===== src/rtl/core/rcbd_pkg.sv =====
// ----------------------------------------------------------------------------
// rcbd_pkg
// Shared types, register map and constants of the crop and ordered dither block.
// ----------------------------------------------------------------------------
package rcbd_pkg;

  localparam int unsigned COORD_W = 11;
  localparam int unsigned OFFS_W  = 6;
  localparam int unsigned PIXEL_W = 16;
  localparam int unsigned BYTE_W  = 14;
  localparam int unsigned BITP_W  = 3;

  // APB register map: register index sits at paddr[2].
  localparam int unsigned PADDR_W = 3;
  localparam int unsigned PDATA_W = 32;
  localparam logic        REG_CROP_X = 1'b0;
  localparam logic        REG_CROP_Y = 1'b1;

  localparam logic [COORD_W-1:0] CROP_X_RST = 11'd160;
  localparam logic [COORD_W-1:0] CROP_Y_RST = 11'd120;

  // BT.601 luma weights, scaled by 256.
  localparam logic [7:0] LUMA_WR = 8'd77;
  localparam logic [7:0] LUMA_WG = 8'd150;
  localparam logic [7:0] LUMA_WB = 8'd29;

  // 8x8 Bayer matrix, row-major.
  localparam logic [5:0] BAYER [64] = '{
    6'd0,  6'd32, 6'd8,  6'd40, 6'd2,  6'd34, 6'd10, 6'd42,
    6'd48, 6'd16, 6'd56, 6'd24, 6'd50, 6'd18, 6'd58, 6'd26,
    6'd12, 6'd44, 6'd4,  6'd36, 6'd14, 6'd46, 6'd6,  6'd38,
    6'd60, 6'd28, 6'd52, 6'd20, 6'd62, 6'd30, 6'd54, 6'd22,
    6'd3,  6'd35, 6'd11, 6'd43, 6'd1,  6'd33, 6'd9,  6'd41,
    6'd51, 6'd19, 6'd59, 6'd27, 6'd49, 6'd17, 6'd57, 6'd25,
    6'd15, 6'd47, 6'd7,  6'd39, 6'd13, 6'd45, 6'd5,  6'd37,
    6'd63, 6'd31, 6'd55, 6'd23, 6'd61, 6'd29, 6'd53, 6'd21
  };

  function automatic logic [5:0] bayer_entry(input logic [2:0] row, input logic [2:0] col);
    return BAYER[{row, col}];
  endfunction

  typedef struct packed {
    logic [COORD_W-1:0] tile_x;
    logic [COORD_W-1:0] tile_y;
    logic [OFFS_W-1:0]  col_in_tile;
    logic [OFFS_W-1:0]  row_in_tile;
    logic [PIXEL_W-1:0] pixel;
    logic               last_of_tile;
    logic               target_buffer;
  } pix_t;

  typedef struct packed {
    logic              in_window;
    logic [BYTE_W-1:0] byte_index;
    logic [BITP_W-1:0] bit_position;
    logic              black;
    logic              tile_done;
    logic              buffer_out;
  } res_t;

  // Per-stage load strobes from the pipeline control.
  typedef struct packed {
    logic ld1;
    logic ld2;
    logic ld3;
  } pipe_ctrl_t;

endpackage


===== src/rtl/core/rcbd_pix_if.sv =====
// ----------------------------------------------------------------------------
// rcbd_pix_if
// Valid/ready stream carrying one RGB565 pixel with its tile position.
// ----------------------------------------------------------------------------
interface rcbd_pix_if;
  logic                         valid;
  logic                         ready;
  logic [rcbd_pkg::COORD_W-1:0] tile_x;
  logic [rcbd_pkg::COORD_W-1:0] tile_y;
  logic [rcbd_pkg::OFFS_W-1:0]  col_in_tile;
  logic [rcbd_pkg::OFFS_W-1:0]  row_in_tile;
  logic [rcbd_pkg::PIXEL_W-1:0] pixel;
  logic                         last_of_tile;
  logic                         target_buffer;

  modport source (
    output valid, tile_x, tile_y, col_in_tile, row_in_tile, pixel, last_of_tile,
           target_buffer,
    input  ready
  );
  modport sink (
    input  valid, tile_x, tile_y, col_in_tile, row_in_tile, pixel, last_of_tile,
           target_buffer,
    output ready
  );
endinterface


===== src/rtl/core/rcbd_res_if.sv =====
// ----------------------------------------------------------------------------
// rcbd_res_if
// Valid/ready stream carrying one bitmap write result.
// ----------------------------------------------------------------------------
interface rcbd_res_if;
  logic                        valid;
  logic                        ready;
  logic                        in_window;
  logic [rcbd_pkg::BYTE_W-1:0] byte_index;
  logic [rcbd_pkg::BITP_W-1:0] bit_position;
  logic                        black;
  logic                        tile_done;
  logic                        buffer_out;

  modport source (
    output valid, in_window, byte_index, bit_position, black, tile_done, buffer_out,
    input  ready
  );
  modport sink (
    input  valid, in_window, byte_index, bit_position, black, tile_done, buffer_out,
    output ready
  );
endinterface


===== src/rtl/core/rcbd_cfg.sv =====
// ----------------------------------------------------------------------------
// rcbd_cfg
// APB register file holding the crop window origin.
// ----------------------------------------------------------------------------
module rcbd_cfg (
  input  logic                          clk_i,
  input  logic                          rst_ni,
  input  logic                          psel,
  input  logic                          penable,
  input  logic                          pwrite,
  input  logic [rcbd_pkg::PADDR_W-1:0]  paddr,
  input  logic [rcbd_pkg::PDATA_W-1:0]  pwdata,
  output logic                          pready,
  output logic [rcbd_pkg::PDATA_W-1:0]  prdata,
  output logic [rcbd_pkg::COORD_W-1:0]  crop_x_o,
  output logic [rcbd_pkg::COORD_W-1:0]  crop_y_o
);
  import rcbd_pkg::*;

  logic [COORD_W-1:0] crop_x_q, crop_x_d;
  logic [COORD_W-1:0] crop_y_q, crop_y_d;
  logic               wr_en;
  logic               reg_sel;

  assign pready  = 1'b1;
  assign wr_en   = psel && penable && pwrite && pready;
  assign reg_sel = paddr[2];

  always_comb begin
    crop_x_d = crop_x_q;
    crop_y_d = crop_y_q;
    if (wr_en) begin
      unique case (reg_sel)
        REG_CROP_X: crop_x_d = pwdata[COORD_W-1:0];
        REG_CROP_Y: crop_y_d = pwdata[COORD_W-1:0];
        default: ;
      endcase
    end
  end

  always_ff @(posedge clk_i or negedge rst_ni) begin
    if (!rst_ni) begin
      crop_x_q <= CROP_X_RST;
      crop_y_q <= CROP_Y_RST;
    end else begin
      crop_x_q <= crop_x_d;
      crop_y_q <= crop_y_d;
    end
  end

  always_comb begin
    unique case (reg_sel)
      REG_CROP_X: prdata = PDATA_W'(crop_x_q);
      REG_CROP_Y: prdata = PDATA_W'(crop_y_q);
      default:    prdata = '0;
    endcase
  end

  assign crop_x_o = crop_x_q;
  assign crop_y_o = crop_y_q;

endmodule


===== src/rtl/core/rcbd_datapath.sv =====
// ----------------------------------------------------------------------------
// rcbd_datapath
// Three register stages: position and channel products, window test with
// luma and row base, then bitmap address and dither decision.
// ----------------------------------------------------------------------------
module rcbd_datapath #(
  parameter int unsigned WIN_WIDTH  = 320,
  parameter int unsigned WIN_HEIGHT = 240
) (
  input  logic                          clk_i,
  input  rcbd_pkg::pipe_ctrl_t          ctrl_i,
  input  rcbd_pkg::pix_t                pix_i,
  input  logic [rcbd_pkg::COORD_W-1:0]  crop_x_i,
  input  logic [rcbd_pkg::COORD_W-1:0]  crop_y_i,
  output rcbd_pkg::res_t                res_o
);
  import rcbd_pkg::*;

  localparam int unsigned LX_W   = $clog2(WIN_WIDTH);
  localparam int unsigned LY_W   = $clog2(WIN_HEIGHT);
  localparam int unsigned AREA_W = $clog2(WIN_WIDTH * WIN_HEIGHT);
  localparam int unsigned IDX_W  = (AREA_W > BYTE_W + BITP_W) ? AREA_W : BYTE_W + BITP_W;
  localparam int unsigned POS_W  = COORD_W + 1;
  localparam int unsigned DIFF_W = COORD_W + 2;

  // Stage 1
  logic [DIFF_W-1:0] dx_q, dx_d, dy_q, dy_d;
  logic [15:0]       pr_q, pr_d, pg_q, pg_d, pb_q, pb_d;
  logic              done1_q, buf1_q;

  // Stage 2
  logic              inside_q, inside_d;
  logic [LX_W-1:0]   lx_q;
  logic [IDX_W-1:0]  row_q, row_d;
  logic [7:0]        luma_q, luma_d;
  logic [5:0]        entry_q, entry_d;
  logic              done2_q, buf2_q;
  logic [16:0]       luma_sum;

  // Stage 3
  res_t              res_q, res_d;
  logic [IDX_W-1:0]  idx;
  logic [7:0]        contrast;
  logic signed [9:0] thr;

  // Stage 1: source position relative to the window origin, channel products.
  always_comb begin
    logic [POS_W-1:0] gx;
    logic [POS_W-1:0] gy;
    logic [7:0]       r8;
    logic [7:0]       g8;
    logic [7:0]       b8;
    gx   = POS_W'(pix_i.tile_x) + POS_W'(pix_i.col_in_tile);
    gy   = POS_W'(pix_i.tile_y) + POS_W'(pix_i.row_in_tile);
    dx_d = DIFF_W'(gx) - DIFF_W'(crop_x_i);
    dy_d = DIFF_W'(gy) - DIFF_W'(crop_y_i);
    r8   = {pix_i.pixel[15:11], 3'b000};
    g8   = {pix_i.pixel[10:5], 2'b00};
    b8   = {pix_i.pixel[4:0], 3'b000};
    pr_d = 16'(r8) * 16'(LUMA_WR);
    pg_d = 16'(g8) * 16'(LUMA_WG);
    pb_d = 16'(b8) * 16'(LUMA_WB);
  end

  always_ff @(posedge clk_i) begin
    if (ctrl_i.ld1) begin
      dx_q    <= dx_d;
      dy_q    <= dy_d;
      pr_q    <= pr_d;
      pg_q    <= pg_d;
      pb_q    <= pb_d;
      done1_q <= pix_i.last_of_tile;
      buf1_q  <= pix_i.target_buffer;
    end
  end

  // Stage 2: window test, luma, row base of the bitmap address, Bayer entry.
  // A negative difference has its top bit set, which also fails the upper bound.
  always_comb begin
    inside_d = (dx_q < DIFF_W'(WIN_WIDTH)) && (dy_q < DIFF_W'(WIN_HEIGHT));
    luma_sum = 17'(pr_q) + 17'(pg_q) + 17'(pb_q);
    luma_d   = luma_sum[15:8];
    row_d    = IDX_W'(IDX_W'(dy_q[LY_W-1:0]) * IDX_W'(WIN_WIDTH));
    entry_d  = bayer_entry(dy_q[2:0], dx_q[2:0]);
  end

  always_ff @(posedge clk_i) begin
    if (ctrl_i.ld2) begin
      inside_q <= inside_d;
      lx_q     <= dx_q[LX_W-1:0];
      row_q    <= row_d;
      luma_q   <= luma_d;
      entry_q  <= entry_d;
      done2_q  <= done1_q;
      buf2_q   <= buf1_q;
    end
  end

  // Stage 3: doubled contrast clamped to 0..255 against entry*4 - 128.
  always_comb begin
    idx = row_q + IDX_W'(lx_q);
    if (luma_q < 8'd64) begin
      contrast = 8'd0;
    end else if (luma_q >= 8'd192) begin
      contrast = 8'd255;
    end else begin
      contrast = 8'((luma_q - 8'd64) << 1);
    end
    thr = $signed({2'b00, entry_q, 2'b00}) - 10'sd128;

    res_d              = '0;
    res_d.tile_done    = done2_q;
    res_d.buffer_out   = buf2_q;
    if (inside_q) begin
      res_d.in_window    = 1'b1;
      res_d.byte_index   = idx[BITP_W +: BYTE_W];
      res_d.bit_position = ~idx[BITP_W-1:0];
      res_d.black        = $signed({2'b00, contrast}) < thr;
    end
  end

  always_ff @(posedge clk_i) begin
    if (ctrl_i.ld3) begin
      res_q <= res_d;
    end
  end

  assign res_o = res_q;

endmodule


===== src/rtl/core/rgb565_crop_bayer_dither.sv =====
// ----------------------------------------------------------------------------
// rgb565_crop_bayer_dither
// Crops a tiled RGB565 pixel stream to a window and produces 1-bit ordered
// dither writes for a packed bitmap of that window.
// ----------------------------------------------------------------------------
// Path: each input transfer is registered through stage 1, stage 2 and stage 3 before its result is valid.
// Throughput: one pixel per cycle; the three pipeline stages each carry a
// valid bit and a stalled output holds while empty stages still fill.
// Reset: pipeline valid bits clear and the crop origin returns to (160, 120).
module rgb565_crop_bayer_dither #(
  parameter int unsigned WIN_WIDTH  = 320,
  parameter int unsigned WIN_HEIGHT = 240
) (
  input  logic                          clk_i,
  input  logic                          rst_ni,
  rcbd_pix_if.sink                      pix_i,
  rcbd_res_if.source                    res_o,
  input  logic                          psel,
  input  logic                          penable,
  input  logic                          pwrite,
  input  logic [rcbd_pkg::PADDR_W-1:0]  paddr,
  input  logic [rcbd_pkg::PDATA_W-1:0]  pwdata,
  output logic                          pready,
  output logic [rcbd_pkg::PDATA_W-1:0]  prdata
);
  import rcbd_pkg::*;

  logic [COORD_W-1:0] crop_x;
  logic [COORD_W-1:0] crop_y;
  pipe_ctrl_t         ctrl;
  pix_t               pix;
  res_t               res;
  logic               v1_q, v1_d, v2_q, v2_d, v3_q, v3_d;
  logic               rdy1, rdy2, rdy3;

  rcbd_cfg u_cfg (
    .clk_i    (clk_i),
    .rst_ni   (rst_ni),
    .psel     (psel),
    .penable  (penable),
    .pwrite   (pwrite),
    .paddr    (paddr),
    .pwdata   (pwdata),
    .pready   (pready),
    .prdata   (prdata),
    .crop_x_o (crop_x),
    .crop_y_o (crop_y)
  );

  // A stage takes new data when it is empty or its contents move on.
  assign rdy3 = !v3_q || res_o.ready;
  assign rdy2 = !v2_q || rdy3;
  assign rdy1 = !v1_q || rdy2;

  assign ctrl.ld1 = pix_i.valid && rdy1;
  assign ctrl.ld2 = v1_q && rdy2;
  assign ctrl.ld3 = v2_q && rdy3;

  assign v1_d = rdy1 ? pix_i.valid : v1_q;
  assign v2_d = rdy2 ? v1_q : v2_q;
  assign v3_d = rdy3 ? v2_q : v3_q;

  always_ff @(posedge clk_i or negedge rst_ni) begin
    if (!rst_ni) begin
      v1_q <= 1'b0;
      v2_q <= 1'b0;
      v3_q <= 1'b0;
    end else begin
      v1_q <= v1_d;
      v2_q <= v2_d;
      v3_q <= v3_d;
    end
  end

  assign pix_i.ready = rdy1;

  assign pix.tile_x        = pix_i.tile_x;
  assign pix.tile_y        = pix_i.tile_y;
  assign pix.col_in_tile   = pix_i.col_in_tile;
  assign pix.row_in_tile   = pix_i.row_in_tile;
  assign pix.pixel         = pix_i.pixel;
  assign pix.last_of_tile  = pix_i.last_of_tile;
  assign pix.target_buffer = pix_i.target_buffer;

  rcbd_datapath #(
    .WIN_WIDTH  (WIN_WIDTH),
    .WIN_HEIGHT (WIN_HEIGHT)
  ) u_datapath (
    .clk_i    (clk_i),
    .ctrl_i   (ctrl),
    .pix_i    (pix),
    .crop_x_i (crop_x),
    .crop_y_i (crop_y),
    .res_o    (res)
  );

  assign res_o.valid        = v3_q;
  assign res_o.in_window    = res.in_window;
  assign res_o.byte_index   = res.byte_index;
  assign res_o.bit_position = res.bit_position;
  assign res_o.black        = res.black;
  assign res_o.tile_done    = res.tile_done;
  assign res_o.buffer_out   = res.buffer_out;

endmodule

===== src/flat_wrapper.sv =====
// flat-port wrapper written by rule: the top's interface ports become plain ports
module rgb565_crop_bayer_dither_flat import rcbd_pkg::*;
#(
  parameter int unsigned WIN_WIDTH  = 320,
  parameter int unsigned WIN_HEIGHT = 240
)
  (clk_i, rst_ni, psel, penable, pwrite, paddr, pwdata, pready, prdata, pix_i_valid, pix_i_tile_x, pix_i_tile_y, pix_i_col_in_tile, pix_i_row_in_tile, pix_i_pixel, pix_i_last_of_tile, pix_i_target_buffer, pix_i_ready, res_o_valid, res_o_in_window, res_o_byte_index, res_o_bit_position, res_o_black, res_o_tile_done, res_o_buffer_out, res_o_ready);
  rcbd_pix_if pix_i_i ();
  rcbd_res_if res_o_i ();
  input  logic clk_i;
  input  logic rst_ni;
  input  logic psel;
  input  logic penable;
  input  logic pwrite;
  input  logic [rcbd_pkg::PADDR_W-1:0] paddr;
  input  logic [rcbd_pkg::PDATA_W-1:0] pwdata;
  output logic pready;
  output logic [rcbd_pkg::PDATA_W-1:0] prdata;
  input wire logic [$bits(pix_i_i.valid)-1:0] pix_i_valid;
  input wire logic [$bits(pix_i_i.tile_x)-1:0] pix_i_tile_x;
  input wire logic [$bits(pix_i_i.tile_y)-1:0] pix_i_tile_y;
  input wire logic [$bits(pix_i_i.col_in_tile)-1:0] pix_i_col_in_tile;
  input wire logic [$bits(pix_i_i.row_in_tile)-1:0] pix_i_row_in_tile;
  input wire logic [$bits(pix_i_i.pixel)-1:0] pix_i_pixel;
  input wire logic [$bits(pix_i_i.last_of_tile)-1:0] pix_i_last_of_tile;
  input wire logic [$bits(pix_i_i.target_buffer)-1:0] pix_i_target_buffer;
  output wire logic [$bits(pix_i_i.ready)-1:0] pix_i_ready;
  output wire logic [$bits(res_o_i.valid)-1:0] res_o_valid;
  output wire logic [$bits(res_o_i.in_window)-1:0] res_o_in_window;
  output wire logic [$bits(res_o_i.byte_index)-1:0] res_o_byte_index;
  output wire logic [$bits(res_o_i.bit_position)-1:0] res_o_bit_position;
  output wire logic [$bits(res_o_i.black)-1:0] res_o_black;
  output wire logic [$bits(res_o_i.tile_done)-1:0] res_o_tile_done;
  output wire logic [$bits(res_o_i.buffer_out)-1:0] res_o_buffer_out;
  input wire logic [$bits(res_o_i.ready)-1:0] res_o_ready;
  assign pix_i_i.valid = pix_i_valid;
  assign pix_i_i.tile_x = pix_i_tile_x;
  assign pix_i_i.tile_y = pix_i_tile_y;
  assign pix_i_i.col_in_tile = pix_i_col_in_tile;
  assign pix_i_i.row_in_tile = pix_i_row_in_tile;
  assign pix_i_i.pixel = pix_i_pixel;
  assign pix_i_i.last_of_tile = pix_i_last_of_tile;
  assign pix_i_i.target_buffer = pix_i_target_buffer;
  assign pix_i_ready = pix_i_i.ready;
  assign res_o_valid = res_o_i.valid;
  assign res_o_in_window = res_o_i.in_window;
  assign res_o_byte_index = res_o_i.byte_index;
  assign res_o_bit_position = res_o_i.bit_position;
  assign res_o_black = res_o_i.black;
  assign res_o_tile_done = res_o_i.tile_done;
  assign res_o_buffer_out = res_o_i.buffer_out;
  assign res_o_i.ready = res_o_ready;
  rgb565_crop_bayer_dither #(.WIN_WIDTH(WIN_WIDTH), .WIN_HEIGHT(WIN_HEIGHT)) u_core (.clk_i(clk_i), .rst_ni(rst_ni), .pix_i(pix_i_i), .res_o(res_o_i), .psel(psel), .penable(penable), .pwrite(pwrite), .paddr(paddr), .pwdata(pwdata), .pready(pready), .prdata(prdata));
endmodule

===== config.mk =====
export PLATFORM = sky130hd
export DESIGN_NAME = rgb565_crop_bayer_dither_flat
export DESIGN_NICKNAME = d
export VERILOG_FILES = /design/src/rtl/core/rcbd_pkg.sv /design/src/rtl/core/rcbd_pix_if.sv /design/src/rtl/core/rcbd_res_if.sv /design/src/rtl/core/rcbd_cfg.sv /design/src/rtl/core/rcbd_datapath.sv /design/src/rtl/core/rgb565_crop_bayer_dither.sv /design/src/flat_wrapper.sv
export SDC_FILE = /design/constraint.sdc
export NUM_CORES = 1
export LEC_CHECK = 0
export BUFFER_PORTS_ARGS = -buffer_cell sky130_fd_sc_hd__buf_2
export CAP_MARGIN = 15
export CORE_MARGIN = 8
export CORE_UTILIZATION = 35
export CTS_BUF_LIST = sky130_fd_sc_hd__clkbuf_16
export DETAILED_ROUTE_END_ITERATION = 8
export HOLD_SLACK_MARGIN = 0.02
export PLACE_DENSITY = 0.53
export SLEW_MARGIN = 20
export SYNTH_ARGS = -nofsm -noshare
export SYNTH_HDL_FRONTEND = slang
export SYNTH_SLANG_ARGS = --single-unit

===== constraint.sdc =====
create_clock -name clk_i -period 3.1 [get_ports clk_i]
set_input_delay 0.465 -clock clk_i [delete_from_list [all_inputs] [get_ports clk_i]]
set_output_delay 0.465 -clock clk_i [all_outputs]
set_load 0.05 [all_outputs]

After elaboration in Yosys (flattened, before gate mapping)
Memory sizes are Yosys's and may differ from the RTL's. A register that Yosys moved wholly into a read port is not among the register bits.
Cells that the tools add are included.

word-level totals
  memories = 1
  bits of input ports = 94
  bits in read-only memories = 384
  word-level logic and storage cells = 64
  register bits after elaboration = 140

memories
  name              words  bits a word  read ports  clocked after memory_dff  wr ports  line            RTL
  (name not given)  64     6            1           1                         0         rcbd_pkg.sv:40  return BAYER[{row, col}];

cells by class
  $lt $le $gt $ge = 5
  reductions and logical operators = 14
  bitwise gates (word level) = 3
  multipliers = 4
  add/subtract/negate cells = 9
  multiplexer cells = 4

operators by type and width
  kind                  number
  $pmux 32 s2           1
  $sub 12x11->13        2
  $add 11x6->12         2
  $mux 19               1
  $add 17x9->17         1
  $add 15x16->16        1
  $add 16x13->16        1
  $mux 8                2
  $lt 13x8->1 const B   1
  $lt 13x9->1 const B   1
  $mul 6x7->13 const B  1
  $mul 5x7->12 const B  1
  $mul 8x3->11 const B  1
  $mul 5x5->10 const B  1
  $lt 9x9->1            1
  $sub 8x8->9 const B   1
  $ge 8x8->1 const B    1
  $lt 8x7->1 const B    1
  $not 6->7             1
  $sub 7x7->7 const B   1
  $logic_and 1x1->1     6
  $reduce_and 2->1      2
  $logic_not 1->1       3
  $logic_or 1x1->1      3
  other kinds (2)       2

Depth between registers and ports, before layout
Gate-level depths: netlist of the first run.

  word-level depth = 5
  gate-level depth with buffers = 11
  gate-level depth less buffers = 11

Modules after synthesis
A second synthesis of the first run with hierarchy kept.

unflattened totals
  cell total of the unflattened synthesis = 757
  area total of the unflattened synthesis = 9465.3 sq um

by module, submodules not included
  module                    seq. area each (sq um)  area each (sq um)  cells an instance  times used
  rcbd_datapath             3543.4                  8082.8             661                1
  rcbd_cfg                  558.0                   1241.2             84                 1
  rgb565_crop_bayer_dither  75.1                    141.4              12                 1

Worst setup path after synthesis of the first run
No wires, ideal clock.

  path type = reg-to-reg
  from = register u_core.v3_q, in the netlist u_core.res_o.valid
  to = register u_core.u_datapath.buf1_q, enable pin
  data required time = 2673 ps
  path slack = -92 ps
  buffers on the path = 0
  arrival time = 2765 ps
  clock period less this slack = 3192 ps
  cell stages (with the launch flop) = 4
  library setup time = 427 ps
  cells stage by stage = dfrtp_1 > nor2b_1 > nand3_1 > and2_1

RTL lines
  item                    line                            RTL
  from (decl)             rgb565_crop_bayer_dither.sv:33  logic v1_q, v1_d, v2_q, v2_d, v3_q, v3_d;
  from (signal assigned)  rgb565_crop_bayer_dither.sv:71  v3_q <= v3_d;
  to (signal assigned)    rcbd_datapath.sv:73             buf1_q <= pix_i.target_buffer;
  to (decl)               rcbd_datapath.sv:29             logic done1_q, buf1_q;

Worst setup path in the final report of the first run
  from = register u_core.u_cfg.crop_y_q[1], in the netlist u_core.u_cfg.crop_y_o[1]
  to = register u_core.u_datapath.dy_q[10], data pin

between the ends
  cells in the longest elaborated chain, start to end = 1

RTL lines
  item                            line                 RTL
  from (decl)                     rcbd_cfg.sv:21       logic [COORD_W-1:0] crop_y_q, crop_y_d;
  from (signal assigned)          rcbd_cfg.sv:47       crop_y_q <= crop_y_d;
  $sub 12x11->13                  rcbd_datapath.sv:56  dy_d = DIFF_W'(gy) - DIFF_W'(crop_y_i);
  via u_core.u_datapath.dy_d[10]  rcbd_datapath.sv:27  logic [DIFF_W-1:0] dx_q, dx_d, dy_q, dy_d;
  to (signal assigned)            rcbd_datapath.sv:68  dy_q <= dy_d;
  to (decl)                       rcbd_datapath.sv:27

The timed path passes the listed nets, and every way through them passes these cells.
A chain may end at the register's enable or synchronous reset.

==> results of run 1 <==
-- state kept, by name, summed over array words and instances (netlist names) --
name / flops
u_core.u_datapath.res_o: 21
u_core.u_datapath.dx_q: 13
u_core.u_datapath.dy_q: 13
u_core.u_datapath.pg_q: 13
u_core.u_datapath.pr_q: 12
u_core.u_cfg.crop_x_o: 11
u_core.u_cfg.crop_y_o: 11
u_core.u_datapath.pb_q: 10
u_core.u_datapath.lx_q: 9
u_core.u_datapath.row_q: 9
u_core.u_datapath.luma_q: 7
u_core.u_datapath.entry_q: 6
u_core.res_o.valid: 1
u_core.u_datapath.buf1_q: 1
u_core.u_datapath.buf2_q: 1
u_core.u_datapath.done1_q: 1
u_core.u_datapath.done2_q: 1
u_core.u_datapath.inside_q: 1
u_core.v1_q: 1
u_core.v2_q: 1
-- power groups by stage --
stage | clock (µW) | combinational [µW] | sequential (µW)
after floorplan | 0 | 2700 | 3250
after global placement | 0 | 3610 | 3210
after detailed placement | 0 | 3620 | 3220
after CTS | 1990 | 3660 | 3180
after global routing | 2060 | 4150 | 3240
final | 1930 | 3640 | 3170
-- worst min path at each step --
stage                                   start  slack [ns]                         end
detailed placement   u_core.u_datapath.buf2_q        0.41  u_core.u_datapath.res_o[0]
global route                           rst_ni        0.09   u_core.u_cfg.crop_x_o[10]
global placement    u_core.u_datapath.dx_q[5]        0.40   u_core.u_datapath.lx_q[5]
CTS                                    rst_ni        0.07    u_core.u_cfg.crop_y_o[9]
finish                                 rst_ni        0.07    u_core.u_cfg.crop_y_o[9]
floorplan                              rst_ni        0.17          u_core.res_o.valid
-- per-layer routing --
metal,GRT usage [%],wire [µm],part of all wire [%],vias to the layer above
met5,0,12,0.068,-
met4,3.514,193,1.1,2
met3,2.885,914,5.2,15
met2,18.08,7844,45,87
met1,14.84,8610,49,2600
li1,-,-,-,2908
-- area by class of cell --
cell class,instances,area [µm²],share of cell area (%)
Clock inverter,12,66.31,0.6041
Tap cell,335,419.2,3.819
Inverter,89,334.1,3.043
Sequential cell,143,4178,38.06
Timing Repair Buffer,138,775.7,7.067
Clock buffer,20,500.5,4.559
Multi-Input combinational cell,513,4703,42.85
-- logic make-up (layout without fill, tap and decap cells) --
kind of cell | after synthesis | in the layout | synth area share [%]
AOI/OAI and AO/OA | 108 | 108 | 7.728
other | 2 | 22 | 0.08068
adders and majority gates | 173 | 173 | 26.13
buffers and inverters | 116 | 259 | 5.578
xor gates and xnor gates | 59 | 59 | 5.551
muxes | 28 | 28 | 3.387
DFF | 143 | 143 | 44.87
and+or+nand+nor | 123 | 123 | 6.680
-- cells in the mapped netlist, types with 9 or more instances --
| cell | number |
|---|---|
| inv_1 | 89 |
| a21oi_1 | 28 |
| nand3_1 | 9 |
| nor2_1 | 26 |
| nand2b_1 | 13 |
| dfrtp_1 | 19 |
| xnor2_1 | 41 |
| o21ai_0 | 20 |
| xor2_1 | 18 |
| buf_4 | 22 |
| and2_1 | 15 |
| fa_1 | 37 |
| nor2b_1 | 12 |
| ha_1 | 132 |
| edfxtp_1 | 118 |
| mux2_2 | 28 |
| a21o_1 | 20 |
| nand2_1 | 28 |
-- through the flow --
stage	cell area, µm²	power (µW)
after floorplan	9388	5942
after global placement	10400	6820
after detailed placement	10400	6838
after CTS	10960	8832
after global routing	10980	9449
final	10980	8735
==> results.md, run 1 <==
- Fraction of layout cells with a size suffix above 1: 22.73%
- Sw frac: 35.23%
- Worst Hold Class: in2async
- Post-DRT Antenna Nets: 0
- Post-CTS Resized: 0
- Cell Int Power: approximately 5700 µW
- Antenna Cells: 0
- Hold Worst Slack: 0.07300 ns
- Gpl congestion: between 0.7 and 0.8
- RSZ-0062 raised after global routing: no
- Post-Route Utilization: between 40% and 50%
- Drt total wl: between 15 and 20 mm
- CP Launch Type: flip-flop
- Worst path depth: 9
- #FFs+latches synth: roughly 140
- Core ar.: 26,060 µm²
- Hold_buf cts: 0
- Worst path most repeated cell: fa_1
- Count of input and output buffers: 104
- Final Setup Violations: 0
- Leak Pwr: 0.005039 µW
- Combinational share of power: a little over two fifths
- First-pass GRT wire length: 28.46 mm
- Period utilization: 94.50%
- GRT overflow: 0
- Initial antenna violation count: 1
- Async SR Flop Fraction: 17.48%
- Post-synth EDFFs: ~120
- Yosys cell types: 49
- Fin crit period: slightly below 3 ns
- Max-cap violations: 0
- H-tree depth: 4
- Dominant synthesized flop cell: edfxtp_1
- R2R cell count: 9
- First drt pass iteration count: 4
- Pwr dens: 795.8 nW/µm²
- Rel. slew slack: 41.19%
- DR iter-0 viols: 208
- Hold Fails Final Rpt: 0
- VDD IR-drop max: 0.3395 mV
- CTS Buffer Depth: 2
- Commonest non-fill, non-tap cell in the layout: ha_1
- Final std cells w/o fill: 1,250
- Clock-pin slew on the worst setup and hold paths: 0.06 ns
- Area leader, netlist: edfxtp_1
- Worst-path maximum fanout: 3
- Fin. max-slew vios: 0
- Cts bufs inserted: 17
- Total die area: 32,070 µm²
- Top cell type's share of synthesized area: 38.06%
- Largest net degree at the start of global routing: 60
- Final Skew: 0.01033 ns
- Post-CTS setup buffer count: 0
- HPWL after detailed placement: between 10 and 15 mm
- TritonCTS clock tree: yes
- Area Growth Syn to Fin: 17.92%
- Setup TNS: 0 ns
- Max Freq: 0.3414 GHz
- Clock latency on the worst-skew pair: 0.42 ns
- Die width: roughly 180 µm
- Via count: 5,612
- Critical Path AT: 3.08 ns
- Sink Count: between 100 and 150
- CP delay by family, top: compound AO/OA/AOI/OAI gates
- Starting Density: 35.72%
- Critical path class: reg2reg
- Worst Tran Pin Value: 0.8822 ns
- Worst-path cell chain: fa_1 > inv_1 > fa_1 > a21o_1 > a21oi_2 > o21ai_2 > a2111o_1 > a221oi_4 > xor2_1
- Crit. End Element: flip-flop
- Data required time of the worst path: 3.26 ns
- Gr usage total: 11.33%
- Slowest Stage Delay on Critical Path: approximately 0.49 ns
- Avg Inst Size Synth: between 10 and 15 µm²
- Fill cell count: approximately 2,500
- Buf/Inv on CP: 1
- Power share of the clock group: 22.1%
- I/O pins: 150
- Sequential share of power: around 36%
- Register-to-register setup slack: 0.17 ns
- Avg Vias per Cell: 4.490
- DRC Markers: 0
- Status: completed
- Psw: 3078 µW
- Crit path from: u_core.u_cfg.crop_y_o[1]
- Cells after Synth: 752
- Wirelength per Cell: 14.06 µm
- Final nets: around 1,200
- Dpl ws: -0.2106 ns
- Largest cells by area after synthesis: edfxtp_1, ha_1, fa_1
- Die extent in y: approximately 180 µm
- Inst Count DP: between 1,000 and 1,500
- Reg2reg start: u_core.u_cfg.crop_y_o[1]
- Slack of the critical path: around 0.17 ns
- Vias in the first global route: approximately 5,800
- Row cnt: 59
- CTS root buf: clkbuf_16
- R2r endpoint: u_core.u_datapath.dy_q[10]
- Seq/Total Area, Yosys: 44.87%
- Syn Std Cell Area: a little over 9000 µm²
- CP endpoint: u_core.u_datapath.dy_q[10]
- Most frequent cells in the layout: ha_1, edfxtp_1, buf_2
- CP max stage cell: fa_1
- Yosys Warn Count: 0
Note: power is estimated with default switching activity, not from simulation.
==> inputs of run 2 (changes only) <==
--- a/config.mk
+++ b/config.mk
@@ -14,4 +14,6 @@
 export HOLD_SLACK_MARGIN = 0.02
 export PLACE_DENSITY = 0.53
+export RECOVER_POWER = 25
+export SKIP_CTS_REPAIR_TIMING = 1
 export SLEW_MARGIN = 20
 export SYNTH_ARGS = -nofsm -noshare
==> constraint.sdc (replaced) <==
create_clock -name clk_i -period 3.1 [get_ports clk_i]
set_input_delay 0.155 -clock clk_i [delete_from_list [all_inputs] [get_ports clk_i]]
set_output_delay 0.155 -clock clk_i [all_outputs]
set_load 0.05 [all_outputs]
==> results.md, run 2 (synthesized netlist as in run 1, its figures left out) <==
- Clock latency on the worst-skew pair: 0.42 ns (about the same)
- Data required time of the worst path: 3.25 ns (was 3.26 ns)
- Worst-path maximum fanout: 3 (unchanged)
- Largest net degree at the start of global routing: 46 (was 60)
- Most frequent cells in the layout: ha_1, edfxtp_1, inv_1 (was ha_1, edfxtp_1, buf_2)
- CP delay by family, top: compound AO/OA/AOI/OAI gates (unchanged)
- Antenna Cells: 0 (unchanged)
- Pwr dens: 789.4 nW/µm² (was 795.8 nW/µm²)
- Hold Worst Slack: 0.03516 ns (was 0.07300 ns)
- Fin crit period: 2.951 ns (was 2.929 ns)
- DRC Markers: 0 (unchanged)
- Max FFs per register: 21 (unchanged)
- Worst path most repeated cell: fa_1 (unchanged)
- CP Launch Type: flip-flop (unchanged)
- Vias in the first global route: 5,626 (was 5,807)
- Initial antenna violation count: 0 (was 1)
- TritonCTS clock tree: yes (unchanged)
- Clock-pin slew on the worst setup and hold paths: 0.06 ns (about the same)
- Max Freq: 0.3389 GHz (was 0.3414 GHz)
- Fill cell count: 2,542 (was 2,511)
- Buf/Inv on CP: 1 (unchanged)
- Die extent in y: 179.1 µm (unchanged)
- Wirelength per Cell: 14.25 µm (was 14.06 µm)
- Cts bufs inserted: 17 (unchanged)
- RSZ-0062 raised after global routing: no (unchanged)
- I/O pins: 150 (unchanged)
- Max-cap violations: 1 (was 0)
- Core ar.: 26,060 µm² (unchanged)
- Sink Count: 143 (unchanged)
- Failing checks: capacitance limit, slew limit
- CTS root buf: clkbuf_16 (unchanged)
- Final Skew: 0.01272 ns (was 0.01033 ns)
- Count of input and output buffers: 104 (unchanged)
- Rel. slew slack: -7.151% (was 41.19%)
- VDD IR-drop max: 0.3410 mV (was 0.3395 mV)
- Hold Fails Final Rpt: 0 (unchanged)
- Critical Path AT: 3.10 ns (was 3.08 ns)
- Final Setup Violations: 0 (unchanged)
- Worst Tran Pin Value: 1.607 ns (was 0.8822 ns)
- Slowest Stage Delay on Critical Path: 0.48 ns (was 0.49 ns)
- Worst-path cell chain: fa_1 > inv_1 > fa_1 > a21o_1 > a21oi_2 > o21ai_2 > a2111o_1 > a221oi_2 > xor2_1 (was fa_1 > inv_1 > fa_1 > a21o_1 > a21oi_2 > o21ai_2 > a2111o_1 > a221oi_4 > xor2_1)
- Total die area: 32,070 µm² (unchanged)
- CTS Buffer Depth: 2 (unchanged)
- Post-DRT Antenna Nets: 0 (unchanged)
- Gr usage total: 11.40% (was 11.33%)
- Critical path class: reg2reg (unchanged)
- CP max stage cell: fa_1 (unchanged)
- First drt pass iteration count: 5 (was 4)
- Area Growth Syn to Fin: 17.38% (was 17.92%)
- Via count: 5,578 (was 5,612)
- Avg Vias per Cell: 4.488 (was 4.490)
- Fin. max-slew vios: 26 (was 0)
- Die width: 179.1 µm (unchanged)
- Crit. End Element: flip-flop (unchanged)
- First-pass GRT wire length: 28.57 mm (was 28.46 mm)
- HPWL after detailed placement: 14.48 mm (was 14.35 mm)
- Leak Pwr: 0.004899 µW (was 0.005039 µW)
- Final nets: 1,158 (was 1,165)
- Status: finished, violations left (was completed)
- Row cnt: 59 (unchanged)
- Period utilization: 95.18% (was 94.50%)
- Commonest non-fill, non-tap cell in the layout: ha_1 (unchanged)
- Gpl congestion: 0.7587 (was 0.7643)
- DR iter-0 viols: 224 (was 208)
- H-tree depth: 4 (unchanged)
- Fraction of layout cells with a size suffix above 1: 17.95% (was 22.73%)
- Drt total wl: 17.71 mm (was 17.58 mm)
- Setup TNS: 0 ns (unchanged)
- GRT overflow: 0 (unchanged)
- Starting Density: 35.72% (unchanged)
- Worst Hold Class: in2reg (was in2async)
## run 2: cell types whose count changed in the layout (fill, tap and decap cells not counted), sizes merged, moves of 3 or more
| cell | before | now |
|---|---|---|
| buf | 138 | 92 |
| clkbuf | 20 | 36 |
| clkinv | 4 | 7 |
| clkinvlp | 1 | 5 |
| dlygate4sd3 | 0 | 20 |
| inv | 96 | 91 |
## run 2: cell type report
cell class / instances / area [µm²] / share of cell area (%)
well taps: 335 / 419.2 / 3.836
multi-input cells: 513 / 4690 / 42.92
inverters: 89 / 334.1 / 3.057
clock buffers: 17 / 425.4 / 3.893
repair buffers: 131 / 759.5 / 6.951
flip-flops and latches: 143 / 4178 / 38.23
clock inverters: 15 / 121.4 / 1.111
## run 2: through the flow
stage	std cells	utilization, %	cell area, µm²	total power, µW	setup slack (ns)
after floorplan	772	-	9385	5942	0.3072
after detailed placement	1191	39.16	10200	6769	0.01343
final	1243	41.93	10930	8626	0.1493
after global placement	1191	39.16	10200	6726	0.06999
after CTS	1223	41.26	10750	8719	0.1219
after global routing	1243	41.93	10930	9312	0.007127
## run 2: worst reg2reg max path, delay by kind of cell, from the launching register on
family | cells | cell delay (ns)
AO/OA/AOI/OAI | 5 | 1.15
XOR/XNOR | 1 | 0.11
adder cells (fa/ha/maj) | 2 | 0.93
buffers and inverters | 1 | 0.06
flip-flops | 1 | 0.44
## run 2: worst paths after layout
path | startpoint | endpoint | slack [ns] | depth (start not counted)
setup / recovery | u_core.u_cfg.crop_y_o[1] | u_core.u_datapath.dy_q[10] | 0.15 | 9
hold / removal | res_o_ready | u_core.res_o.valid | 0.04 | 3
setup reg to reg | u_core.u_cfg.crop_y_o[1] | u_core.u_datapath.dy_q[10] | 0.15 | 9
hold reg to reg | u_core.u_datapath.buf1_q | u_core.u_datapath.buf2_q | 0.42 | 0
max in group asynchronous | rst_ni | u_core.u_cfg.crop_y_o[1] | 1.37 | 2
min in group asynchronous | rst_ni | u_core.u_cfg.crop_x_o[9] | 0.67 | 2
## run 2: report_power, final
group	switching, µW	internal (µW)
Sequential	301	2870
Clock	812	1100
Combinational	2000	1550
## run 2: routing by layer
metal,routed length [µm],part of all wire [%],global-route usage (%),vias up
li1,-,-,-,2895
met1,8730,49,15.22,2578
met2,7941,45,17.96,90
met3,791,4.5,2.633,15
met4,248,1.4,3.755,0
met5,0,0,0,-
==> inputs of run 3 (changes only) <==
Settings changed: CTS_BUF_LIST sky130_fd_sc_hd__clkbuf_16 to sky130_fd_sc_hd__clkbuf_8.
==> results.md, run 3 (synthesized netlist as in run 1, its figures left out) <==
- Initial antenna violation count: 0 (unchanged)
- Period utilization: 95.35% (was 95.18%)
- Clock latency on the worst-skew pair: 0.45 ns (was 0.42 ns)
- I/O pins: 150 (unchanged)
- Max-cap violations: 1 (unchanged)
- Antenna Cells: 0 (unchanged)
- Register-to-register setup slack: 0.14 ns (was 0.15 ns)
- Largest net degree at the start of global routing: 46 (unchanged)
- Most used routing layer: met2 (unchanged)
- Die extent in y: 179.1 µm (unchanged)
- Fin crit period: 2.956 ns (was 2.951 ns)
- Worst-path maximum fanout: 3 (unchanged)
- GR Util met2: 18.02% (was 17.96%)
- Failing checks: capacitance limit, slew limit (unchanged)
- Avg Vias per Cell: 4.501 (was 4.488)
- Cts bufs inserted: 17 (unchanged)
- Critical Path AT: 3.14 ns (was 3.10 ns)
- Commonest non-fill, non-tap cell in the layout: ha_1 (unchanged)
- CTS Buffer Depth: 2 (unchanged)
- CP Launch Type: flip-flop (unchanged)
- Critical path class: reg2reg (unchanged)
- Fin. max-slew vios: 26 (unchanged)
- HPWL after detailed placement: 14.48 mm (unchanged)
- Core ar.: 26,060 µm² (unchanged)
- Clock-pin slew on the worst setup and hold paths: 0.08 ns (was 0.06 ns)
- Final nets: 1,159 (was 1,158)
- Worst Tran Pin Value: 1.587 ns (was 1.607 ns)
- Met3 Use GR: 2.906% (was 2.633%)
- Slack of the critical path: 0.1442 ns (was 0.1493 ns)
- H-tree depth: 4 (unchanged)
- Worst hold start: pix_i_col_in_tile[0] (was res_o_ready)
- Fraction of layout cells with a size suffix above 1: 18.81% (was 17.95%)
- R2R cell count: 9 (unchanged)
- Gr usage total: 11.44% (was 11.40%)
- Setup TNS: 0 ns (unchanged)
- Rel. slew slack: -5.777% (was -7.151%)
- Dpl ws: 0.01343 ns (unchanged)
- Data required time of the worst path: 3.29 ns (was 3.25 ns)
- DRC Markers: 0 (unchanged)
- Max FFs per register: 21 (unchanged)
- Reg2reg start: u_core.u_cfg.crop_y_o[1] (unchanged)
- Met1 Use GR: 15.15% (was 15.22%)
- Post-DRT Antenna Nets: 0 (unchanged)
- Gpl congestion: 0.7587 (unchanged)
- Wirelength per Cell: 14.25 µm (about the same)
- Starting Density: 35.72% (unchanged)
- Hold Crit Endpoint: u_core.u_datapath.dx_q[0] (was u_core.res_o.valid)
- DR iter-0 viols: 227 (was 224)
- Sink Count: 143 (unchanged)
- Total die area: 32,070 µm² (unchanged)
- Hold Fails Final Rpt: 0 (unchanged)
- Final Skew: 0.01736 ns (was 0.01272 ns)
- Row cnt: 59 (unchanged)
- Hold Crit Depth: 2 (was 3)
- First-pass GRT wire length: 28.64 mm (was 28.57 mm)
- Via count: 5,599 (was 5,578)
- Vias in the first global route: 5,652 (was 5,626)
- Area Growth Syn to Fin: 15.54% (was 17.38%)
- Crit. End Element: flip-flop (unchanged)
- Status: finished, violations left (unchanged)
- Final std cells w/o fill: 1,244 (was 1,243)
- Worst Hold Class: in2reg (unchanged)
- Most frequent cells in the layout: ha_1, edfxtp_1, buf_2 (was ha_1, edfxtp_1, inv_1)
- GRT overflow: 0 (unchanged)
- Max Freq: 0.3383 GHz (was 0.3389 GHz)
- Drt total wl: 17.72 mm (was 17.71 mm)
- CTS root buf: clkbuf_8 (was clkbuf_16)
- Crit path from: u_core.u_cfg.crop_y_o[1] (unchanged)
- Count of input and output buffers: 104 (unchanged)
- First drt pass iteration count: 4 (was 5)
- Die width: 179.1 µm (unchanged)
- Leak Pwr: 0.004839 µW (was 0.004899 µW)
- R2r endpoint: u_core.u_datapath.dy_q[10] (unchanged)
- VDD IR-drop max: 0.2793 mV (was 0.3410 mV)
- TritonCTS clock tree: yes (unchanged)
- Final Setup Violations: 0 (unchanged)
- RSZ-0062 raised after global routing: no (unchanged)
- Inst Count DP: 1,191 (unchanged)
- Pwr dens: 751.3 nW/µm² (was 789.4 nW/µm²)
[run 3: cell count changes in the layout (fill, tap and decap cells not counted)]
cell and delta:
buf_2 +8, dlygate4sd3_1 +1, clkbuf_1 -8, clkbuf_8 +17, clkbuf_16 -17
[run 3: worst max-delay path, stage by stage (launching register included)]
cell and delay, ns:
dfrtp_2 0.45, fa_1 0.48, inv_1 0.06, fa_1 0.45
a21o_1 0.20, a21oi_2 0.19, o21ai_2 0.10, a2111o_1 0.37
a221oi_2 0.29, xor2_1 0.11
[run 3: where the power goes]
| group | leakage [µW] | switching [µW] | internal, µW |
|---|---|---|---|
| Combinational | 0.00324 | 1990 | 1560 |
| Clock | 0.000169 | 743 | 626 |
| Sequential | 0.00143 | 301 | 2860 |
[run 3: worst max-delay path by stage]
| stage | depth (start not counted) | slack [ns] | to |
|---|---|---|---|
| 4_1_cts | 9 | 0.12 | u_core.u_datapath.dy_q[10] |
| 6_report | 9 | 0.14 | u_core.u_datapath.dy_q[10] |
| 3_5_place_dp | 11 | 0.01 | u_core.u_datapath.pg_q[14] |
| 5_1_grt | 9 | 0.008 | u_core.u_datapath.dy_q[10] |
| 3_3_place_gp | 11 | 0.07 | u_core.u_datapath.pg_q[14] |
| 2_1_floorplan | 10 | 0.31 | u_core.u_datapath.pg_q[14] |
[run 3: cell type report]
class / instances / area [µm²]
clock buffer: 17 / 234.0
timing repair buffer: 132 / 779.5
tap: 335 / 419.2
fill: 2545 / 15300
sequential: 143 / 4178
clock inverter: 15 / 121.4
multi-input combinational: 513 / 4690
inverter: 89 / 334.1
[run 3: layer usage]
metal,vias to the layer above,part of all wire (%)
met1,2588,49
met4,0,1.4
met5,-,0
met2,97,45
li1,2895,-
met3,19,4.7
[run 3: stage by stage]
stage               power (µW)  hold WS, ns  cell area, µm²  utilization (%)
detailed placement        6769       0.2253           10200            39.16
floorplan                 5942      -0.1406            9385                -
global route              8783      0.03240           10760            41.27
global placement          6726       0.2181           10200            39.16
finish                    8081      0.05886           10760            41.27
CTS                       8187      -0.2871           10560            40.52
